===== config.mk =====
export PLATFORM = sky130hd
export DESIGN_NAME = sv32_page_table_walker_top_flat
export DESIGN_NICKNAME = d
export VERILOG_FILES = /design/src/design/ptw_pkg.sv /design/src/design/ptw_cfg_if.sv /design/src/design/ptw_cmd_if.sv /design/src/design/ptw_res_if.sv /design/src/design/ptw_front.sv /design/src/design/ptw_queue.sv /design/src/design/ptw_back.sv /design/src/design/sv32_page_table_walker_top.sv /design/src/flat_wrapper.sv
export SDC_FILE = /design/constraint.sdc
export NUM_CORES = 1
export LEC_CHECK = 0
export ABC_CLOCK_PERIOD_IN_PS = 6050
export BUFFER_PORTS_ARGS = -buffer_cell sky130_fd_sc_hd__clkbuf_2
export CELL_PAD_IN_SITES_DETAIL_PLACEMENT = 1
export CELL_PAD_IN_SITES_GLOBAL_PLACEMENT = 2
export CORE_ASPECT_RATIO = 0.6
export CORE_MARGIN = 5
export CORE_UTILIZATION = 36
export DETAILED_ROUTE_END_ITERATION = 6
export GPL_TIMING_DRIVEN = 0
export PLACE_DENSITY_LB_ADDON = 0.25
export SLEW_MARGIN = 20
export SYNTH_ARGS = -nofsm -noshare
export SYNTH_HDL_FRONTEND = slang
export SYNTH_SLANG_ARGS = --single-unit

===== constraint.sdc =====
create_clock -name clk -period 6.05 [get_ports clk]
set_input_delay 1.5125 -clock clk [delete_from_list [all_inputs] [get_ports clk]]
set_output_delay 1.5125 -clock clk [all_outputs]
set_load 0.02 [all_outputs]

===== src/design/ptw_pkg.sv =====
`default_nettype none
package ptw_pkg;

  // Input operation codes.
  localparam logic [1:0] OP_TRANSLATE = 2'd0;
  localparam logic [1:0] OP_TABLE_RSP = 2'd1;
  localparam logic [1:0] OP_CHECK_RSP = 2'd2;

  // Result kinds.
  localparam logic [1:0] KIND_READ  = 2'd0;
  localparam logic [1:0] KIND_CHECK = 2'd1;
  localparam logic [1:0] KIND_DONE  = 2'd2;

  // Walk status codes.
  localparam logic [2:0] ST_OK         = 3'd0;
  localparam logic [2:0] ST_L1_INVALID = 3'd1;
  localparam logic [2:0] ST_L2_INVALID = 3'd2;
  localparam logic [2:0] ST_UNREADABLE = 3'd3;
  localparam logic [2:0] ST_UNBACKED   = 3'd4;

  localparam logic [31:0] MASK_4M = 32'hFFC0_0000;
  localparam logic [31:0] MASK_4K = 32'hFFFF_F000;

  localparam int QUEUE_DEPTH = 2;
  localparam int QPTR_W      = $clog2(QUEUE_DEPTH);
  localparam int QCNT_W      = $clog2(QUEUE_DEPTH + 1);

  // One classified transaction as it travels from the front to the back.
  typedef struct packed {
    logic [1:0]  op;
    logic [31:0] vaddr;
    logic [31:0] l1_addr;
    logic [31:0] base;
    logic        pte_v;
    logic        pte_leaf;
    logic        readable;
    logic        backed;
  } entry_t;

  typedef struct packed {
    logic [1:0]  kind;
    logic [31:0] address;
    logic [2:0]  status;
    logic        huge_page;
    logic [31:0] va_tag;
    logic [31:0] pa_tag;
    logic [31:0] first_entry_addr;
    logic [31:0] second_entry_addr;
  } result_t;

endpackage
`default_nettype wire


===== src/design/ptw_cfg_if.sv =====
`default_nettype none
interface ptw_cfg_if;
  logic        valid;
  logic        ready;
  logic [19:0] data;

  modport source (output valid, output data, input ready);
  modport sink (input valid, input data, output ready);
endinterface
`default_nettype wire


===== src/design/ptw_cmd_if.sv =====
`default_nettype none
interface ptw_cmd_if;
  logic        valid;
  logic        ready;
  logic [1:0]  op;
  logic [31:0] virt_addr;
  logic [31:0] read_data;
  logic        readable;
  logic        backed;

  modport source (output valid, output op, output virt_addr, output read_data,
                  output readable, output backed, input ready);
  modport sink (input valid, input op, input virt_addr, input read_data,
                input readable, input backed, output ready);
endinterface
`default_nettype wire


===== src/design/ptw_res_if.sv =====
`default_nettype none
interface ptw_res_if;
  logic        valid;
  logic        ready;
  logic [1:0]  kind;
  logic [31:0] address;
  logic [2:0]  status;
  logic        huge_page;
  logic [31:0] va_tag;
  logic [31:0] pa_tag;
  logic [31:0] first_entry_addr;
  logic [31:0] second_entry_addr;

  modport source (output valid, output kind, output address, output status,
                  output huge_page, output va_tag, output pa_tag,
                  output first_entry_addr, output second_entry_addr, input ready);
  modport sink (input valid, input kind, input address, input status,
                input huge_page, input va_tag, input pa_tag,
                input first_entry_addr, input second_entry_addr, output ready);
endinterface
`default_nettype wire


===== src/design/ptw_front.sv =====
`default_nettype none
module ptw_front (
  input  wire logic           clk,
  input  wire logic           rst,
  ptw_cfg_if.sink             cfg,
  ptw_cmd_if.sink             cmd,
  input  wire logic           q_ready,
  output logic                push,
  output ptw_pkg::entry_t     entry
);
  import ptw_pkg::*;

  logic [19:0] root_page_number;

  assign cfg.ready = 1'b1;

  always_ff @(posedge clk) begin
    if (rst) begin
      root_page_number <= '0;
    end else if (cfg.valid) begin
      root_page_number <= cfg.data;
    end
  end

  assign cmd.ready = q_ready;
  assign push      = cmd.valid && q_ready;

  // The root entry address and the entry fields are formed here so the back
  // only has to decide and select.
  always_comb begin
    entry.op       = cmd.op;
    entry.vaddr    = cmd.virt_addr;
    entry.l1_addr  = {root_page_number, 12'h000} + {20'h00000, cmd.virt_addr[31:22], 2'b00};
    entry.base     = {cmd.read_data[31:10], 10'h000} << 2;
    entry.pte_v    = cmd.read_data[0];
    entry.pte_leaf = (cmd.read_data[3:1] != 3'b000);
    entry.readable = cmd.readable;
    entry.backed   = cmd.backed;
  end

endmodule
`default_nettype wire


===== src/design/ptw_queue.sv =====
`default_nettype none
module ptw_queue (
  input  wire logic             clk,
  input  wire logic             rst,
  input  wire logic             push,
  input  wire ptw_pkg::entry_t  push_entry,
  output logic                  not_full,
  input  wire logic             pop,
  output logic                  not_empty,
  output ptw_pkg::entry_t       head
);
  import ptw_pkg::*;

  entry_t              slots [QUEUE_DEPTH];
  logic [QPTR_W-1:0]   wr_ptr;
  logic [QPTR_W-1:0]   rd_ptr;
  logic [QCNT_W-1:0]   count;

  assign not_full  = (count != QCNT_W'(QUEUE_DEPTH));
  assign not_empty = (count != '0);
  assign head      = slots[rd_ptr];

  always_ff @(posedge clk) begin
    if (rst) begin
      wr_ptr <= '0;
      rd_ptr <= '0;
      count  <= '0;
    end else begin
      if (push) begin
        wr_ptr <= (wr_ptr == QPTR_W'(QUEUE_DEPTH - 1)) ? '0 : wr_ptr + 1'b1;
      end
      if (pop) begin
        rd_ptr <= (rd_ptr == QPTR_W'(QUEUE_DEPTH - 1)) ? '0 : rd_ptr + 1'b1;
      end
      if (push && !pop) begin
        count <= count + 1'b1;
      end else if (pop && !push) begin
        count <= count - 1'b1;
      end
    end
  end

  always_ff @(posedge clk) begin
    if (push) begin
      slots[wr_ptr] <= push_entry;
    end
  end

  a_no_overflow: assert property (@(posedge clk) disable iff (rst)
    push |-> not_full) else $error("queue written while full");

  a_no_underflow: assert property (@(posedge clk) disable iff (rst)
    pop |-> not_empty) else $error("queue read while empty");

  a_count_bound: assert property (@(posedge clk) disable iff (rst)
    count <= QCNT_W'(QUEUE_DEPTH)) else $error("queue count out of range");

endmodule
`default_nettype wire


===== src/design/ptw_back.sv =====
`default_nettype none
module ptw_back (
  input  wire logic             clk,
  input  wire logic             rst,
  input  wire logic             q_valid,
  input  wire ptw_pkg::entry_t  q_entry,
  output logic                  pop,
  ptw_res_if.source             res
);
  import ptw_pkg::*;

  typedef enum logic [1:0] {
    PH_IDLE,
    PH_L1,
    PH_L2,
    PH_CHECK
  } phase_t;

  phase_t      phase;
  logic [31:0] saved_vaddr;
  logic [31:0] level1_addr;
  logic [31:0] level2_addr;
  logic [31:0] leaf_phys;
  logic        is_huge;
  logic        res_valid;
  result_t     res_data;

  phase_t      phase_next;
  logic [31:0] saved_vaddr_next;
  logic [31:0] level1_addr_next;
  logic [31:0] level2_addr_next;
  logic [31:0] leaf_phys_next;
  logic        is_huge_next;
  logic        res_valid_next;
  result_t     res_data_next;

  logic        advance;
  logic [31:0] l2_addr;
  logic [31:0] leaf_page;

  assign advance   = !res_valid || res.ready;
  assign pop       = q_valid && advance;
  assign l2_addr   = q_entry.base + {20'h00000, saved_vaddr[21:12], 2'b00};
  assign leaf_page = q_entry.base & ((phase == PH_L1) ? MASK_4M : MASK_4K);

  always_comb begin
    phase_next       = phase;
    saved_vaddr_next = saved_vaddr;
    level1_addr_next = level1_addr;
    level2_addr_next = level2_addr;
    leaf_phys_next   = leaf_phys;
    is_huge_next     = is_huge;
    res_valid_next   = res_valid;
    res_data_next    = res_data;
    if (advance) begin
      res_valid_next = 1'b0;
      if (q_valid) begin
        case (q_entry.op)
          OP_TRANSLATE: begin
            saved_vaddr_next      = q_entry.vaddr;
            level1_addr_next      = q_entry.l1_addr;
            level2_addr_next      = '0;
            leaf_phys_next        = '0;
            is_huge_next          = 1'b0;
            phase_next            = PH_L1;
            res_valid_next        = 1'b1;
            res_data_next         = '0;
            res_data_next.kind    = KIND_READ;
            res_data_next.address = q_entry.l1_addr;
          end
          OP_TABLE_RSP: begin
            if (phase == PH_L1 || phase == PH_L2) begin
              res_valid_next = 1'b1;
              res_data_next  = '0;
              if (!q_entry.readable) begin
                phase_next           = PH_IDLE;
                res_data_next.kind   = KIND_DONE;
                res_data_next.status = ST_UNREADABLE;
              end else if (!q_entry.pte_v) begin
                phase_next           = PH_IDLE;
                res_data_next.kind   = KIND_DONE;
                res_data_next.status = (phase == PH_L1) ? ST_L1_INVALID : ST_L2_INVALID;
              end else if (phase == PH_L1 && !q_entry.pte_leaf) begin
                level2_addr_next      = l2_addr;
                phase_next            = PH_L2;
                res_data_next.kind    = KIND_READ;
                res_data_next.address = l2_addr;
              end else begin
                is_huge_next          = (phase == PH_L1);
                leaf_phys_next        = leaf_page;
                phase_next            = PH_CHECK;
                res_data_next.kind    = KIND_CHECK;
                res_data_next.address = leaf_page;
              end
            end
          end
          OP_CHECK_RSP: begin
            if (phase == PH_CHECK) begin
              phase_next         = PH_IDLE;
              res_valid_next     = 1'b1;
              res_data_next      = '0;
              res_data_next.kind = KIND_DONE;
              if (!q_entry.backed) begin
                res_data_next.status = ST_UNBACKED;
              end else begin
                res_data_next.huge_page         = is_huge;
                res_data_next.va_tag            = saved_vaddr & (is_huge ? MASK_4M : MASK_4K);
                res_data_next.pa_tag            = leaf_phys;
                res_data_next.first_entry_addr  = level1_addr;
                res_data_next.second_entry_addr = is_huge ? 32'h0 : level2_addr;
              end
            end
          end
          default: begin
            // Unused operation code: dropped without effect.
          end
        endcase
      end
    end
  end

  always_ff @(posedge clk) begin
    if (rst) begin
      phase       <= PH_IDLE;
      saved_vaddr <= '0;
      level1_addr <= '0;
      level2_addr <= '0;
      leaf_phys   <= '0;
      is_huge     <= 1'b0;
      res_valid   <= 1'b0;
      res_data    <= '0;
    end else begin
      phase       <= phase_next;
      saved_vaddr <= saved_vaddr_next;
      level1_addr <= level1_addr_next;
      level2_addr <= level2_addr_next;
      leaf_phys   <= leaf_phys_next;
      is_huge     <= is_huge_next;
      res_valid   <= res_valid_next;
      res_data    <= res_data_next;
    end
  end

  assign res.valid             = res_valid;
  assign res.kind              = res_data.kind;
  assign res.address           = res_data.address;
  assign res.status            = res_data.status;
  assign res.huge_page         = res_data.huge_page;
  assign res.va_tag            = res_data.va_tag;
  assign res.pa_tag            = res_data.pa_tag;
  assign res.first_entry_addr  = res_data.first_entry_addr;
  assign res.second_entry_addr = res_data.second_entry_addr;

  a_translate_reads: assert property (@(posedge clk) disable iff (rst)
    (pop && q_entry.op == OP_TRANSLATE) |=>
      (res_valid && res_data.kind == KIND_READ && phase == PH_L1))
    else $error("translate request did not issue a root entry read");

  a_fail_clean: assert property (@(posedge clk) disable iff (rst)
    (res_valid && res_data.status != ST_OK) |->
      (res_data.kind == KIND_DONE && res_data.va_tag == 32'h0 &&
       res_data.pa_tag == 32'h0 && !res_data.huge_page))
    else $error("failed walk carries nonzero tags");

endmodule
`default_nettype wire


===== src/design/sv32_page_table_walker_top.sv =====
`default_nettype none
// Sv32 two-level page table walker. Requests and memory responses share one
// command channel: a translate request (op 0) starts a walk and produces a
// table read transaction for the root entry, table read responses (op 1)
// lead to a second read, a region check or a failure status, and the
// region check response (op 2) finishes the walk with the tags, the page
// size and both entry addresses, or with a failure status. A new translate
// request abandons any walk in flight, and responses that do not fit the
// current phase are dropped without a result. The command channel takes
// one transaction every clock cycle while the queue has room; each accepted
// transaction passes through the two-entry queue between the classifying
// front and the walking back, then through the output register, before its
// result, if any, appears. The queue lets the block keep taking commands
// while a result waits; under a stalled result the queue fills and the
// command channel drops ready after two more transactions. The root page
// number is written through the configuration channel, which is always
// ready, and must only be changed while no walk is pending.
module sv32_page_table_walker_top (
  input  wire logic clk,
  input  wire logic rst,
  ptw_cfg_if.sink   cfg,
  ptw_cmd_if.sink   cmd,
  ptw_res_if.source res
);
  import ptw_pkg::*;

  logic   push;
  logic   pop;
  logic   q_not_full;
  logic   q_not_empty;
  entry_t push_entry;
  entry_t head;

  // Front: holds the root page number, accepts commands and precomputes the
  // root entry address and the decoded entry fields.
  ptw_front u_front (
    .clk     (clk),
    .rst     (rst),
    .cfg     (cfg),
    .cmd     (cmd),
    .q_ready (q_not_full),
    .push    (push),
    .entry   (push_entry)
  );

  // Short queue so the front and the back can stall independently.
  ptw_queue u_queue (
    .clk        (clk),
    .rst        (rst),
    .push       (push),
    .push_entry (push_entry),
    .not_full   (q_not_full),
    .pop        (pop),
    .not_empty  (q_not_empty),
    .head       (head)
  );

  // Back: the walk state machine and the registered result.
  ptw_back u_back (
    .clk     (clk),
    .rst     (rst),
    .q_valid (q_not_empty),
    .q_entry (head),
    .pop     (pop),
    .res     (res)
  );

endmodule
`default_nettype wire

===== src/flat_wrapper.sv =====
// flat-port wrapper written by rule: the top's interface ports become plain ports
module sv32_page_table_walker_top_flat import ptw_pkg::*;
  (clk, rst, cfg_valid, cfg_data, cfg_ready, cmd_valid, cmd_op, cmd_virt_addr, cmd_read_data, cmd_readable, cmd_backed, cmd_ready, res_valid, res_kind, res_address, res_status, res_huge_page, res_va_tag, res_pa_tag, res_first_entry_addr, res_second_entry_addr, res_ready);
  ptw_cfg_if cfg_i ();
  ptw_cmd_if cmd_i ();
  ptw_res_if res_i ();
  input  wire logic clk;
  input  wire logic rst;
  input wire logic [$bits(cfg_i.valid)-1:0] cfg_valid;
  input wire logic [$bits(cfg_i.data)-1:0] cfg_data;
  output wire logic [$bits(cfg_i.ready)-1:0] cfg_ready;
  input wire logic [$bits(cmd_i.valid)-1:0] cmd_valid;
  input wire logic [$bits(cmd_i.op)-1:0] cmd_op;
  input wire logic [$bits(cmd_i.virt_addr)-1:0] cmd_virt_addr;
  input wire logic [$bits(cmd_i.read_data)-1:0] cmd_read_data;
  input wire logic [$bits(cmd_i.readable)-1:0] cmd_readable;
  input wire logic [$bits(cmd_i.backed)-1:0] cmd_backed;
  output wire logic [$bits(cmd_i.ready)-1:0] cmd_ready;
  output wire logic [$bits(res_i.valid)-1:0] res_valid;
  output wire logic [$bits(res_i.kind)-1:0] res_kind;
  output wire logic [$bits(res_i.address)-1:0] res_address;
  output wire logic [$bits(res_i.status)-1:0] res_status;
  output wire logic [$bits(res_i.huge_page)-1:0] res_huge_page;
  output wire logic [$bits(res_i.va_tag)-1:0] res_va_tag;
  output wire logic [$bits(res_i.pa_tag)-1:0] res_pa_tag;
  output wire logic [$bits(res_i.first_entry_addr)-1:0] res_first_entry_addr;
  output wire logic [$bits(res_i.second_entry_addr)-1:0] res_second_entry_addr;
  input wire logic [$bits(res_i.ready)-1:0] res_ready;
  assign cfg_i.valid = cfg_valid;
  assign cfg_i.data = cfg_data;
  assign cfg_ready = cfg_i.ready;
  assign cmd_i.valid = cmd_valid;
  assign cmd_i.op = cmd_op;
  assign cmd_i.virt_addr = cmd_virt_addr;
  assign cmd_i.read_data = cmd_read_data;
  assign cmd_i.readable = cmd_readable;
  assign cmd_i.backed = cmd_backed;
  assign cmd_ready = cmd_i.ready;
  assign res_valid = res_i.valid;
  assign res_kind = res_i.kind;
  assign res_address = res_i.address;
  assign res_status = res_i.status;
  assign res_huge_page = res_i.huge_page;
  assign res_va_tag = res_i.va_tag;
  assign res_pa_tag = res_i.pa_tag;
  assign res_first_entry_addr = res_i.first_entry_addr;
  assign res_second_entry_addr = res_i.second_entry_addr;
  assign res_i.ready = res_ready;
  sv32_page_table_walker_top u_core (.clk(clk), .rst(rst), .cfg(cfg_i), .cmd(cmd_i), .res(res_i));
endmodule

After elaboration in Yosys (flattened, before gate mapping) --
Memories as Yosys holds them, arrays and structs flattened. A register that Yosys moved wholly into a read port is not among the register bits. Cells that the tools add are included.
Word-level totals: register bits 322, memory bits (writable) 180, input port bits 93, output and inout bits 169, word-level logic and storage cells 110, memories 1
Memory list:
- u_core.u_queue.slots | depth 2, width 90, rd ports 1, clocked after Yosys merged registers in 1, write ports 1, line ptw_queue.sv:14 | entry_t slots [QUEUE_DEPTH];
Cells by class: add/sub/neg operators 6, equality and inequality tests 12, muxes and demuxes 49, bitwise operators 2, reductions and logical operators 21
Operators by type and width (count):
- $pmux W166 S3 | 1
- $mux W32 | 11
- $mux W166 | 2
- $mux W129 | 1
- $pmux W32 S2 | 2
- $add A32 B12 Y32 | 2
- $and A32 B32 Y32 | 2
- $mux W22 | 2
- $mux W33 | 1
- $mux W2 | 11
- $mux W1 | 14
- $ne A2 B2 Y1 const B | 7
- $reduce_and A7 Y1 | 2
- $eq A2 B2 Y1 const B | 3
- $pmux W2 S3 | 1
- $reduce_bool A2 Y1 | 3
- $reduce_bool A3 Y1 | 2
- $logic_and A1 B1 Y1 | 5
- $reduce_and A5 Y1 | 1
- $eq A2 B1 Y1 const B | 2
- $logic_not A1 Y1 | 4
- $mux W3 | 1
- $pmux W1 S3 | 1
- $reduce_and A3 Y1 | 1
- other kinds (6) | 8

Longest topological paths before layout --
Gate-level depths: netlist (run 1).
depth after elaboration 8, gate-level depth with buffers 14

Cells and area by module --
A second synthesis (run 1) with hierarchy kept.
Unflattened totals: cell total of the unflattened synthesis 1875, area total of the unflattened synthesis 20287.0 um^2
Modules (own cells, without submodules):
- ptw_back | times used 1, cells each 1385, area an instance 11048.1 um^2, sequential area each 5004.8 um^2
- ptw_queue | times used 1, cells each 339, area an instance 7890.1 um^2, sequential area each 6226.0 um^2
- ptw_front | times used 1, cells each 151, area an instance 1348.8 um^2, sequential area each 400.4 um^2

Least setup slack after synthesis (run 1) --
No wires, ideal clock.
path kind input port to flip-flop, start input cmd_valid, end memory u_core.u_queue.slots[0][0] (netlist bit), enable pin, library setup time 490 ps, data arrival time 4366 ps, setup slack 1194 ps, stages 2, path buffers 0, path through nand2_1 nor2_1
On the way: word-level cells in the longest chain between the ends 3
RTL lines:
- from (decl) | line flat_wrapper.sv:12 | input wire logic [$bits(cmd_i.valid)-1:0] cmd_valid;
- $logic_and A1 B1 Y1 | line ptw_front.sv:26 | assign push = cmd.valid && q_ready;
- $mux W1 | line ptw_queue.sv:44 | if (push) begin
- $mux W1 (implied by the code) | line ptw_queue.sv:45 | slots[wr_ptr] <= push_entry;
- to (decl) | line ptw_queue.sv:14
Every way passes these cells.

==> impl_metrics.ini, run 1 <==
[timing]
layout_min_cycle_time_ns = 4.117
slew_violations = 0
setup_violations = 0
setup_ws_ns = 1.933
period_share_pct = 68.05
maxSlewHeadroom_pct = 33.26
hold_viol = 0
tightest_slew_ns = 0.9975
max_freq_mhz = 242.9
whs_ns = 0.4595
skew_ns = 0.01367
grt_setup_unrepaired = no

[power]
finalPower_mw = 8.256
power_leakage_nw = 6.786
ir_drop_mv = 0.1889
p_per_area_nw_per_um2 = 459.1

[clocking]
post_cts_resized = 0
clk_latency_ns = 0.53
cts.sinks = 377
numCtsBuffers = 37
cts_tree = built
postCtsSetupRepairBufs = 0
postCtsHoldBufs = 0
root_buffer = clkbuf_16
cts.clk_slew.worst_paths_ns = 0.06
htreeDepth = 2
cts_buffer_depth = 3

[synth]
synth_area_per_cell_sq_um = 11.04
netlist_area_sq_um = 14810
synth-seq-area-share_pct = 59.90
synth_top_area_share_pct = 33.13
yosys_warnings = 0
ys_types = 55
postSynth.asyncResetShare_pct = 0
syn_inst = 1341
synth_edf_count = 132
ys_seq_elements = 377
synthFlopType = dfxtp_1
synth_area_leader_cell = dfxtp_1
synthTopCellsByArea = dfxtp_1, edfxtp_1, mux2i_1, a21oi_1, nand4_1

[cells_and_area]
layout.nets = 1723
area_growth_pct = 21.47
layout-drive-gt1-share_pct = 23.15
fill_cells = 4451
final_core_util_pct = 44.32

[setup_path]
crit_slowest_cell = nor2_1
crit_fanout = 10
critPathCapture = u_core.u_back.res.first_entry_addr[28]
critPathLaunchType = flop
end_kind = flop
rrSetupSlack_ns = 1.93
path_common_cell = buf_4
critPathKind = reg2reg
crit_required_ns = 6.51
cp_data_arrival_time_ns = 4.58
r2r-end = u_core.u_back.res.first_entry_addr[28]
crit_chain = buf_6 -> buf_4 -> buf_4 -> buf_4 -> mux2i_1 -> ha_1 -> buf_1 -> nand2_1 -> nor2_1 -> buf_2 -> nand4_1 -> a21oi_1
reg2regPathDepth = 12
cpPeakStageDelay_ns = 0.78

[placement]
gp_congestion = 0.9050
port_buffers = 208
dp_slack_ns = 1.993
hpwl_microns = 37890

[detailed_routing]
drt-wirelength-per-cell_microns = 23.19
drt_iter0_drc = 872
ant_nets = 0
num_vias = 11710
vias_per_cell = 5.368
drc_errors = 0
drt_wl_total_microns = 50600
first_pass_iters = 5

[grt]
grt_max_degree = 37
grt_use_total_pct = 21.36
first_global_vias = 11910
grt-ovfl-total = 0
grt_pass1_wl_microns = 74930
grt_antenna_before_repair = 2

[status]
status = finished, final reports clean

[floorplan]
initial_core_util_pct = 36.48
fp.dieH_microns = 167.1
placementRows = 57
die_area_sq_um = 45420
top_level_ports = 262
die_w_microns = 271.8
coreArea_sq_um = 40580

[hold_path]
hold_path_class = reg2reg

[job]
drv_cap = 0
==> power by group <==
part	total [mW]	switching, mW	internal, mW	leakage (nW)
Combinational	2.56	1.84	0.721	2.95
Clock	2.44	0.997	1.44	0.608
Sequential	3.26	0.250	3.01	3.23
Total	8.26	3.09	5.17	6.79
==> cells in the final DEF (no fill, tap or decap), drive strengths merged, types with 47 or more instances in the layout <==
cell type    n
edfxtp     132
o21ai      100
nor2       105
nand4       94
dfxtp      245
mux2i       86
a21oi      149
nand2       47
clkbuf     345
buf         92
a211oi      69
==> critical path, delay by kind of cell, from the launching register on <==
family                   cells  cell delay, ns
buffers and inverters        6            1.62
AND/OR/NAND/NOR              3            1.15
multiplexers                 1            0.53
flip-flops                   1            0.33
adder cells (fa/ha/maj)      1            0.21
AO/OA/AOI/OAI                1            0.19
==> layout make-up <==
class / instances / area, sq um / share of cell area, %
flip-flops and latches: 377 / 8869 / 49.31
multi-input cells: 815 / 5139 / 28.57
repair buffers: 212 / 1136 / 6.317
clock buffers: 57 / 1074 / 5.970
plain buffers: 168 / 882.1 / 4.905
well taps: 531 / 664.4 / 3.694
clock inverters: 11 / 180.2 / 1.002
inverters: 10 / 37.54 / 0.2087
diodes: 1 / 2.502 / 0.01391
==> cell families after synthesis <==
family / count (synthesis) / share of synthesized area [%]
AO/OA/AOI/OAI: 381 / 15.75
XOR/XNOR: 4 / 0.2367
adder cells (fa/ha/maj): 9 / 0.7606
buffers and inverters: 178 / 6.211
flip-flops: 377 / 59.90
multiplexers: 108 / 7.488
other: 2 / 0.05072
AND/OR/NAND/NOR: 282 / 9.600
==> synthesized netlist by cell type (all sizes together), types with 4 or more instances <==
master    n
mux2i    86
o31ai    10
a211oi   69
nor3b    10
inv      10
edfxtp  132
nor2    105
buf      88
a21oi   149
dfxtp   245
o21ai   100
a32o     20
a31oi    10
mux2     22
nand3     4
clkbuf   80
nand2    47
ha        9
nand4    94
a32oi    10
==> through the flow <==
step | TNS [ns] | instance area, sq um | instances
after CTS | 0 | 17980 | 2181
after global routing | 0 | 17980 | 2182
after global placement | -44.79 | 16620 | 2109
final | 0 | 17980 | 2182
after floorplan | 0 | 14910 | 1370
after detailed placement | 0 | 16730 | 2113
==> state kept, by name, indices dropped and copies added (netlist names), 3 cells and up, named ones only <==
name	count
u_core.u_back.saved_vaddr	19
u_core.u_back.res.status	3
u_core.u_back.level1_addr	21
u_core.u_back.res.va_tag	19
u_core.u_queue.slots	132
u_core.u_back.res.address	30
u_core.u_back.leaf_phys	20
u_core.u_front.root_page_number	20
u_core.u_back.res.pa_tag	20
u_core.u_back.level2_addr	30
u_core.u_back.res.second_entry_addr	30
u_core.u_back.res.first_entry_addr	21
==> worst min path at each step <==
stage	cells after the start	slack, ns	end	from
floorplan	0	0.42	u_core.u_queue.slots[0][36]	u_core.u_front.root_page_number[0]
global placement	0	0.43	u_core.u_queue.slots[0][52]	u_core.u_front.root_page_number[16]
detailed placement	0	0.44	u_core.u_queue.slots[0][52]	u_core.u_front.root_page_number[16]
CTS	0	0.46	u_core.u_queue.slots[0][52]	u_core.u_front.root_page_number[16]
global route	0	0.47	u_core.u_queue.slots[0][49]	u_core.u_front.root_page_number[13]
finish	0	0.46	u_core.u_queue.slots[0][52]	u_core.u_front.root_page_number[16]
==> per-layer routing <==
layer	vias up	global-route usage [%]	part of all wire [%]
li1	5480	-	-
met1	5823	31.76	48
met2	340	31.97	43
met3	67	4.861	6.4
met4	2	4.406	1.8
met5	-	0	0.022
No activity file was read; power rests on OpenSTA's default activity.
==> run 2: changes to the inputs <==
--- a/config.mk
+++ b/config.mk
@@ -5,7 +5,7 @@
 export SDC_FILE = /design/constraint.sdc
 export NUM_CORES = 1
 export LEC_CHECK = 0
-export ABC_CLOCK_PERIOD_IN_PS = 6050
+export ABC_CLOCK_PERIOD_IN_PS = 4000
 export BUFFER_PORTS_ARGS = -buffer_cell sky130_fd_sc_hd__clkbuf_2
 export CELL_PAD_IN_SITES_DETAIL_PLACEMENT = 1
 export CELL_PAD_IN_SITES_GLOBAL_PLACEMENT = 2
==> constraint.sdc (replaced) <==
create_clock -name clk -period 4 [get_ports clk]
set_input_delay 1 -clock clk [delete_from_list [all_inputs] [get_ports clk]]
set_output_delay 1 -clock clk [all_outputs]
set_load 0.02 [all_outputs]
==> run 2 against run 1 <==
  * Clock power is 45% higher
  * Cell area hardly changed
  * Setup slack worse by 1.8 ns
  * Worst hold slack worse by 0.0081 ns
  * Die area stayed put
  * Sequential share of layout area hardly changed
  * Highest routed layer unchanged
==> impl_metrics.ini, run 2 (same netlist as run 1, synthesis figures left out) <==
[floorplan]
initial_core_util_pct = 36.48
top_level_ports = 262
fp.dieH_microns = 167.1
coreArea_sq_um = 40580
die_w_microns = 271.8
die_area_sq_um = 45420
placementRows = 57

[clocking]
cts.sinks = 377
numCtsBuffers = 38
postCtsHoldBufs = 0
cts_tree = built
clk_latency_ns = 0.54
cts_buffer_depth = 3
cts.clk_slew.worst_paths_ns = 0.07
htreeDepth = 2
root_buffer = clkbuf_16

[grt]
grt_max_degree = 46
grt_use_total_pct = 21.93
grt_antenna_before_repair = 2
grt_pass1_wl_microns = 76970
grt-ovfl-total = 0
first_global_vias = 12100

[timing]
max_freq_mhz = 258.7
fin_setup_tns_ns = 0
skew_ns = 0.01920
tightest_slew_ns = 0.9292
grt_setup_unrepaired = no
whs_ns = 0.4514
hold_viol = 0
layout_min_cycle_time_ns = 3.865
slew_violations = 0
period_share_pct = 96.63
setup_violations = 0
maxSlewHeadroom_pct = 38.05

[hold_path]
holdPathStages = 0
worstHoldStart = u_core.u_front.root_page_number[5]
hold_path_class = reg2reg
holdPathEnd = u_core.u_queue.slots[0][41]

[detailed_routing]
first_pass_iters = 5
drc_errors = 0
vias_per_cell = 5.363
drt_wl_total_microns = 51190
drt_iter0_drc = 801
drt-wirelength-per-cell_microns = 23.46
ant_nets = 0
num_vias = 11700

[setup_path]
cp_top_family = buffers and inverters
crit_fanout = 10
crit_slowest_cell = buf_1
r2r-end = u_core.u_back.res.address[9]
crit_required_ns = 4.43
cp_data_arrival_time_ns = 4.29
end_kind = flop
path_common_cell = buf_4
critPathKind = reg2reg
rrSetupSlack_ns = 0.13
cpPeakStageDelay_ns = 0.52
crit_chain = buf_6 -> buf_4 -> buf_4 -> buf_4 -> mux2i_2 -> inv_1 -> ha_1 -> inv_1 -> o21a_1 -> buf_2 -> buf_1 -> a21oi_1 -> a211oi_1
path_depth = 13
crit_buf_inv = 8
reg2regPathDepth = 13
critPathLaunchType = flop

[placement]
gp_congestion = 0.8919
port_buffers = 208
hpwl_microns = 38250
dp.cells = 2113

[power]
power_leakage_nw = 6.791
finalPower_mw = 12.39
ir_drop_mv = 0.2921
p_per_area_nw_per_um2 = 689.4

[cells_and_area]
mostFrequentLayoutCells = dfxtp_1, clkbuf_2, a21oi_1
area_growth_pct = 21.36
regMostFlops = u_core.u_queue.slots
largest_reg_flops = 132
final_common_cell = dfxtp_1
fin_cells = 2182
layout-drive-gt1-share_pct = 23.70
layout.nets = 1723

[status]
status = finished, final reports clean

[job]
drv_cap = 0
run 2: how the worst max path moves through the flow:
stage                    from                                      end  slack, ns
floorplan           cmd_valid               u_core.u_queue.slots[0][0]       0.76
CTS                      flop  u_core.u_back.res.second_entry_addr[24]       0.02
finish                   flop             u_core.u_back.res.address[9]       0.13
global placement    cmd_valid               u_core.u_queue.slots[0][9]      -0.47
detailed placement       flop  u_core.u_back.res.second_entry_addr[24]      -0.06
global route             flop             u_core.u_back.res.address[9]      0.003
run 2: report_power, final:
group / switching (mW) / internal, mW
registers: 0.381 / 4.55
logic: 2.81 / 1.11
clock network: 1.50 / 2.04
run 2: layout make-up:
| class | count | area, sq um |
|---|---|---|
| Antenna cell | 1 | 2.502 |
| Fill cell | 4498 | 22610 |
| Clock inverter | 17 | 155.1 |
| Buffer | 167 | 885.9 |
| Clock buffer | 52 | 1055 |
| Inverter | 10 | 37.54 |
| Sequential cell | 377 | 8869 |
| Tap cell | 531 | 664.4 |
| Multi-Input combinational cell | 815 | 5156 |
| Timing Repair Buffer | 212 | 1144 |
run 2: what timing repair did:
action | CTS | global route
setup endpoints to repair | 12 | 51
resized for setup | 2 | 10
buffers inserted | 0 | 0
hold endpoints to repair | 0 | 0
run 2: stage by stage:
| step | setup WS [ns] | utilization (%) | instance area [sq um] |
|---|---|---|---|
| final | 0.1347 | 44.28 | 17970 |
| after global routing | 0.003416 | 44.28 | 17970 |
| after CTS | 0.01862 | 44.24 | 17950 |
| after detailed placement | -0.05849 | 41.24 | 16730 |
| after global placement | -0.4697 | 40.96 | 16620 |
| after floorplan | 0.7611 | - | 14920 |
run 2: layer usage:
metal | GRT usage (%) | wire (microns)
met5 | 0 | 13
met2 | 33.65 | 22810
met4 | 3.852 | 809
met3 | 5.508 | 3372
met1 | 31.86 | 24180
run 2: worst reg2reg max path: stages (launching register included):
cell      delay, ns
dfxtp_1        0.32
buf_6          0.14
buf_4          0.23
buf_4          0.26
buf_4          0.26
mux2i_2        0.42
inv_1          0.15
ha_1           0.33
inv_1          0.16
o21a_1         0.13
buf_2          0.33
buf_1          0.52
a21oi_1        0.21
a211oi_1       0.31
==> run 3: changes to the inputs <==
--- a/config.mk
+++ b/config.mk
@@ -7,11 +7,11 @@
 export LEC_CHECK = 0
 export ABC_CLOCK_PERIOD_IN_PS = 4000
 export BUFFER_PORTS_ARGS = -buffer_cell sky130_fd_sc_hd__clkbuf_2
-export CELL_PAD_IN_SITES_DETAIL_PLACEMENT = 1
-export CELL_PAD_IN_SITES_GLOBAL_PLACEMENT = 2
+export CELL_PAD_IN_SITES_DETAIL_PLACEMENT = 0
+export CELL_PAD_IN_SITES_GLOBAL_PLACEMENT = 1
 export CORE_ASPECT_RATIO = 0.6
 export CORE_MARGIN = 5
-export CORE_UTILIZATION = 36
+export CORE_UTILIZATION = 44
 export DETAILED_ROUTE_END_ITERATION = 6
 export GPL_TIMING_DRIVEN = 0
 export PLACE_DENSITY_LB_ADDON = 0.25
==> run 3 against run 2 <==
  * First-iteration DRC count increased by 29%
  * Register-to-register slack improved by 0.13 ns
  * Setup slack improved by 0.13 ns
  * Flip-flop and latch count unchanged
  * Die area decreased by 17%
  * Core utilization increased by 9.2 points
  * Critical path depth decreased by 1
  * Worst hold slack improved by 0.011 ns
  * Fmax increased by 3.5%
  * Via count decreased by 1.4%
  * Sequential power decreased by 0.8%
  * Largest power group unchanged
==> impl_metrics.ini, run 3 (same netlist as run 1, synthesis figures left out) <==
[hold_path]
holdPathStages = 0
hold_path_class = reg2reg

[setup_path]
reg2regPathDepth = 12
crit_fanout = 10
end_kind = flop
critPathLaunchType = flop
critPathKind = reg2reg
crit_required_ns = 4.45
cp_data_arrival_time_ns = 4.19

[placement]
dp_slack_ns = 0.2131
port_buffers = 208
dp.cells = 2041
gp_congestion = 0.9523
hpwl_microns = 34370

[power]
power_leakage_nw = 6.778
ir_drop_mv = 0.2945
p_per_area_nw_per_um2 = 686.3

[detailed_routing]
num_vias = 11540
ant_nets = 0
drt_wl_total_microns = 45730
drt_iter0_drc = 1037
drc_errors = 0
first_pass_iters = 5
drt-wirelength-per-cell_microns = 21.71
vias_per_cell = 5.480

[floorplan]
initial_core_util_pct = 44.27
coreArea_sq_um = 33440
placementRows = 52
die_w_microns = 246.8
die_area_sq_um = 37540
top_level_ports = 262
fp.dieH_microns = 152.1

[timing]
skew_ns = 0.01869
whs_ns = 0.4622
setup_violations = 0
maxSlewHeadroom_pct = 45.11
hold_viol = 0
layout_min_cycle_time_ns = 3.734
max_freq_mhz = 267.8
grt_setup_unrepaired = no
slew_violations = 0
period_share_pct = 93.35
setup_ws_ns = 0.2658
fin_setup_tns_ns = 0
tightest_slew_ns = 0.8233

[status]
status = finished, final reports clean

[cells_and_area]
mostFrequentLayoutCells = dfxtp_1, clkbuf_2, a21oi_1
regMostFlops = u_core.u_queue.slots
largest_reg_flops = 132
layout.nets = 1722
layout-drive-gt1-share_pct = 23.86
final_core_util_pct = 53.49
final_common_cell = dfxtp_1
area_growth_pct = 20.82
fill_cells = 3061
fin_cells = 2106
num_antenna_cells = 0

[clocking]
root_buffer = clkbuf_16
cts.sinks = 377
cts.clk_slew.worst_paths_ns = 0.07
cts_tree = built
postCtsSetupRepairBufs = 0
clk_latency_ns = 0.54
htreeDepth = 2
cts_buffer_depth = 3
postCtsHoldBufs = 0
numCtsBuffers = 36

[grt]
grt_pass1_wl_microns = 67990
grt_use_total_pct = 23.50
first_global_vias = 10910
grt_max_degree = 43
grt_antenna_before_repair = 2
grt-ovfl-total = 0

[job]
drv_cap = 0
[run 3: cell count changes in the layout (fill, tap and decap cells not counted), moves of 2 or more]
cell	change
clkinv_1	-4
clkbuf_16	-2
clkinv_4	+2
clkinvlp_4	+5
clkbuf_2	-2
clkinv_2	-2
bufinv_16	+2
clkbuf_1	-2
[run 3: final timing paths]
path	from	endpoint	slack (ns)
setup / recovery	flop	u_core.u_back.res.va_tag[26]	0.27
hold / removal	u_core.u_front.root_page_number[1]	u_core.u_queue.slots[1][37]	0.46
setup reg to reg	flop	u_core.u_back.res.va_tag[26]	0.27
hold reg to reg	u_core.u_front.root_page_number[1]	u_core.u_queue.slots[1][37]	0.46
[run 3: per-stage QoR]
stage,power [mW],cell area [sq um]
3_5_place_dp,8.695,16650
6_report,12.28,17890
4_1_cts,12.25,17880
5_1_grt,12.85,17890
3_3_place_gp,8.592,16530
2_1_floorplan,7.267,14920
[run 3: routing by layer]
metal  track usage, %  up-vias  part of all wire, %
li1                 -     5484                    -
met1            36.87     5582                   49
met2            32.67      420                   41
met3            6.408       51                  8.8
met4            4.247        4                  1.2
met5                0        -                0.070
[run 3: power breakdown]
group	leakage [nW]	switching (mW)	total, mW	internal [mW]
clock	0.585	1.50	3.57	2.07
sequential	3.23	0.345	4.89	4.55
combinational	2.96	2.71	3.82	1.10
total	6.78	4.56	12.3	7.72
[run 3: layout make-up]
type                       instances  area [sq um]  area share [%]
clock buffer                      44         972.2           5.435
timing repair buffer             212          1151           6.435
tap                              459         574.3           3.210
sequential                       377          8869           49.58
buffer                           168         884.6           4.945
multi-input combinational        815          5146           28.77
clock inverter                    21         254.0           1.420
inverter                          10         37.54          0.2098
[run 3: what timing repair did]
item,in CTS,in global routing
resized for setup,0,5
hold endpoints to repair,0,0
setup endpoints to repair,0,34
[run 3: worst max-delay path, cell delays in order, from the launching register on]
cell and delay, ns:
dfxtp_1 0.32, buf_6 0.12, buf_4 0.21, buf_4 0.26, buf_4 0.26, mux2i_2 0.37
ha_1 0.39, inv_1 0.11, o21ai_2 0.59, buf_2 0.38, clkbuf_1 0.35, o21ai_0 0.15
a21oi_1 0.14
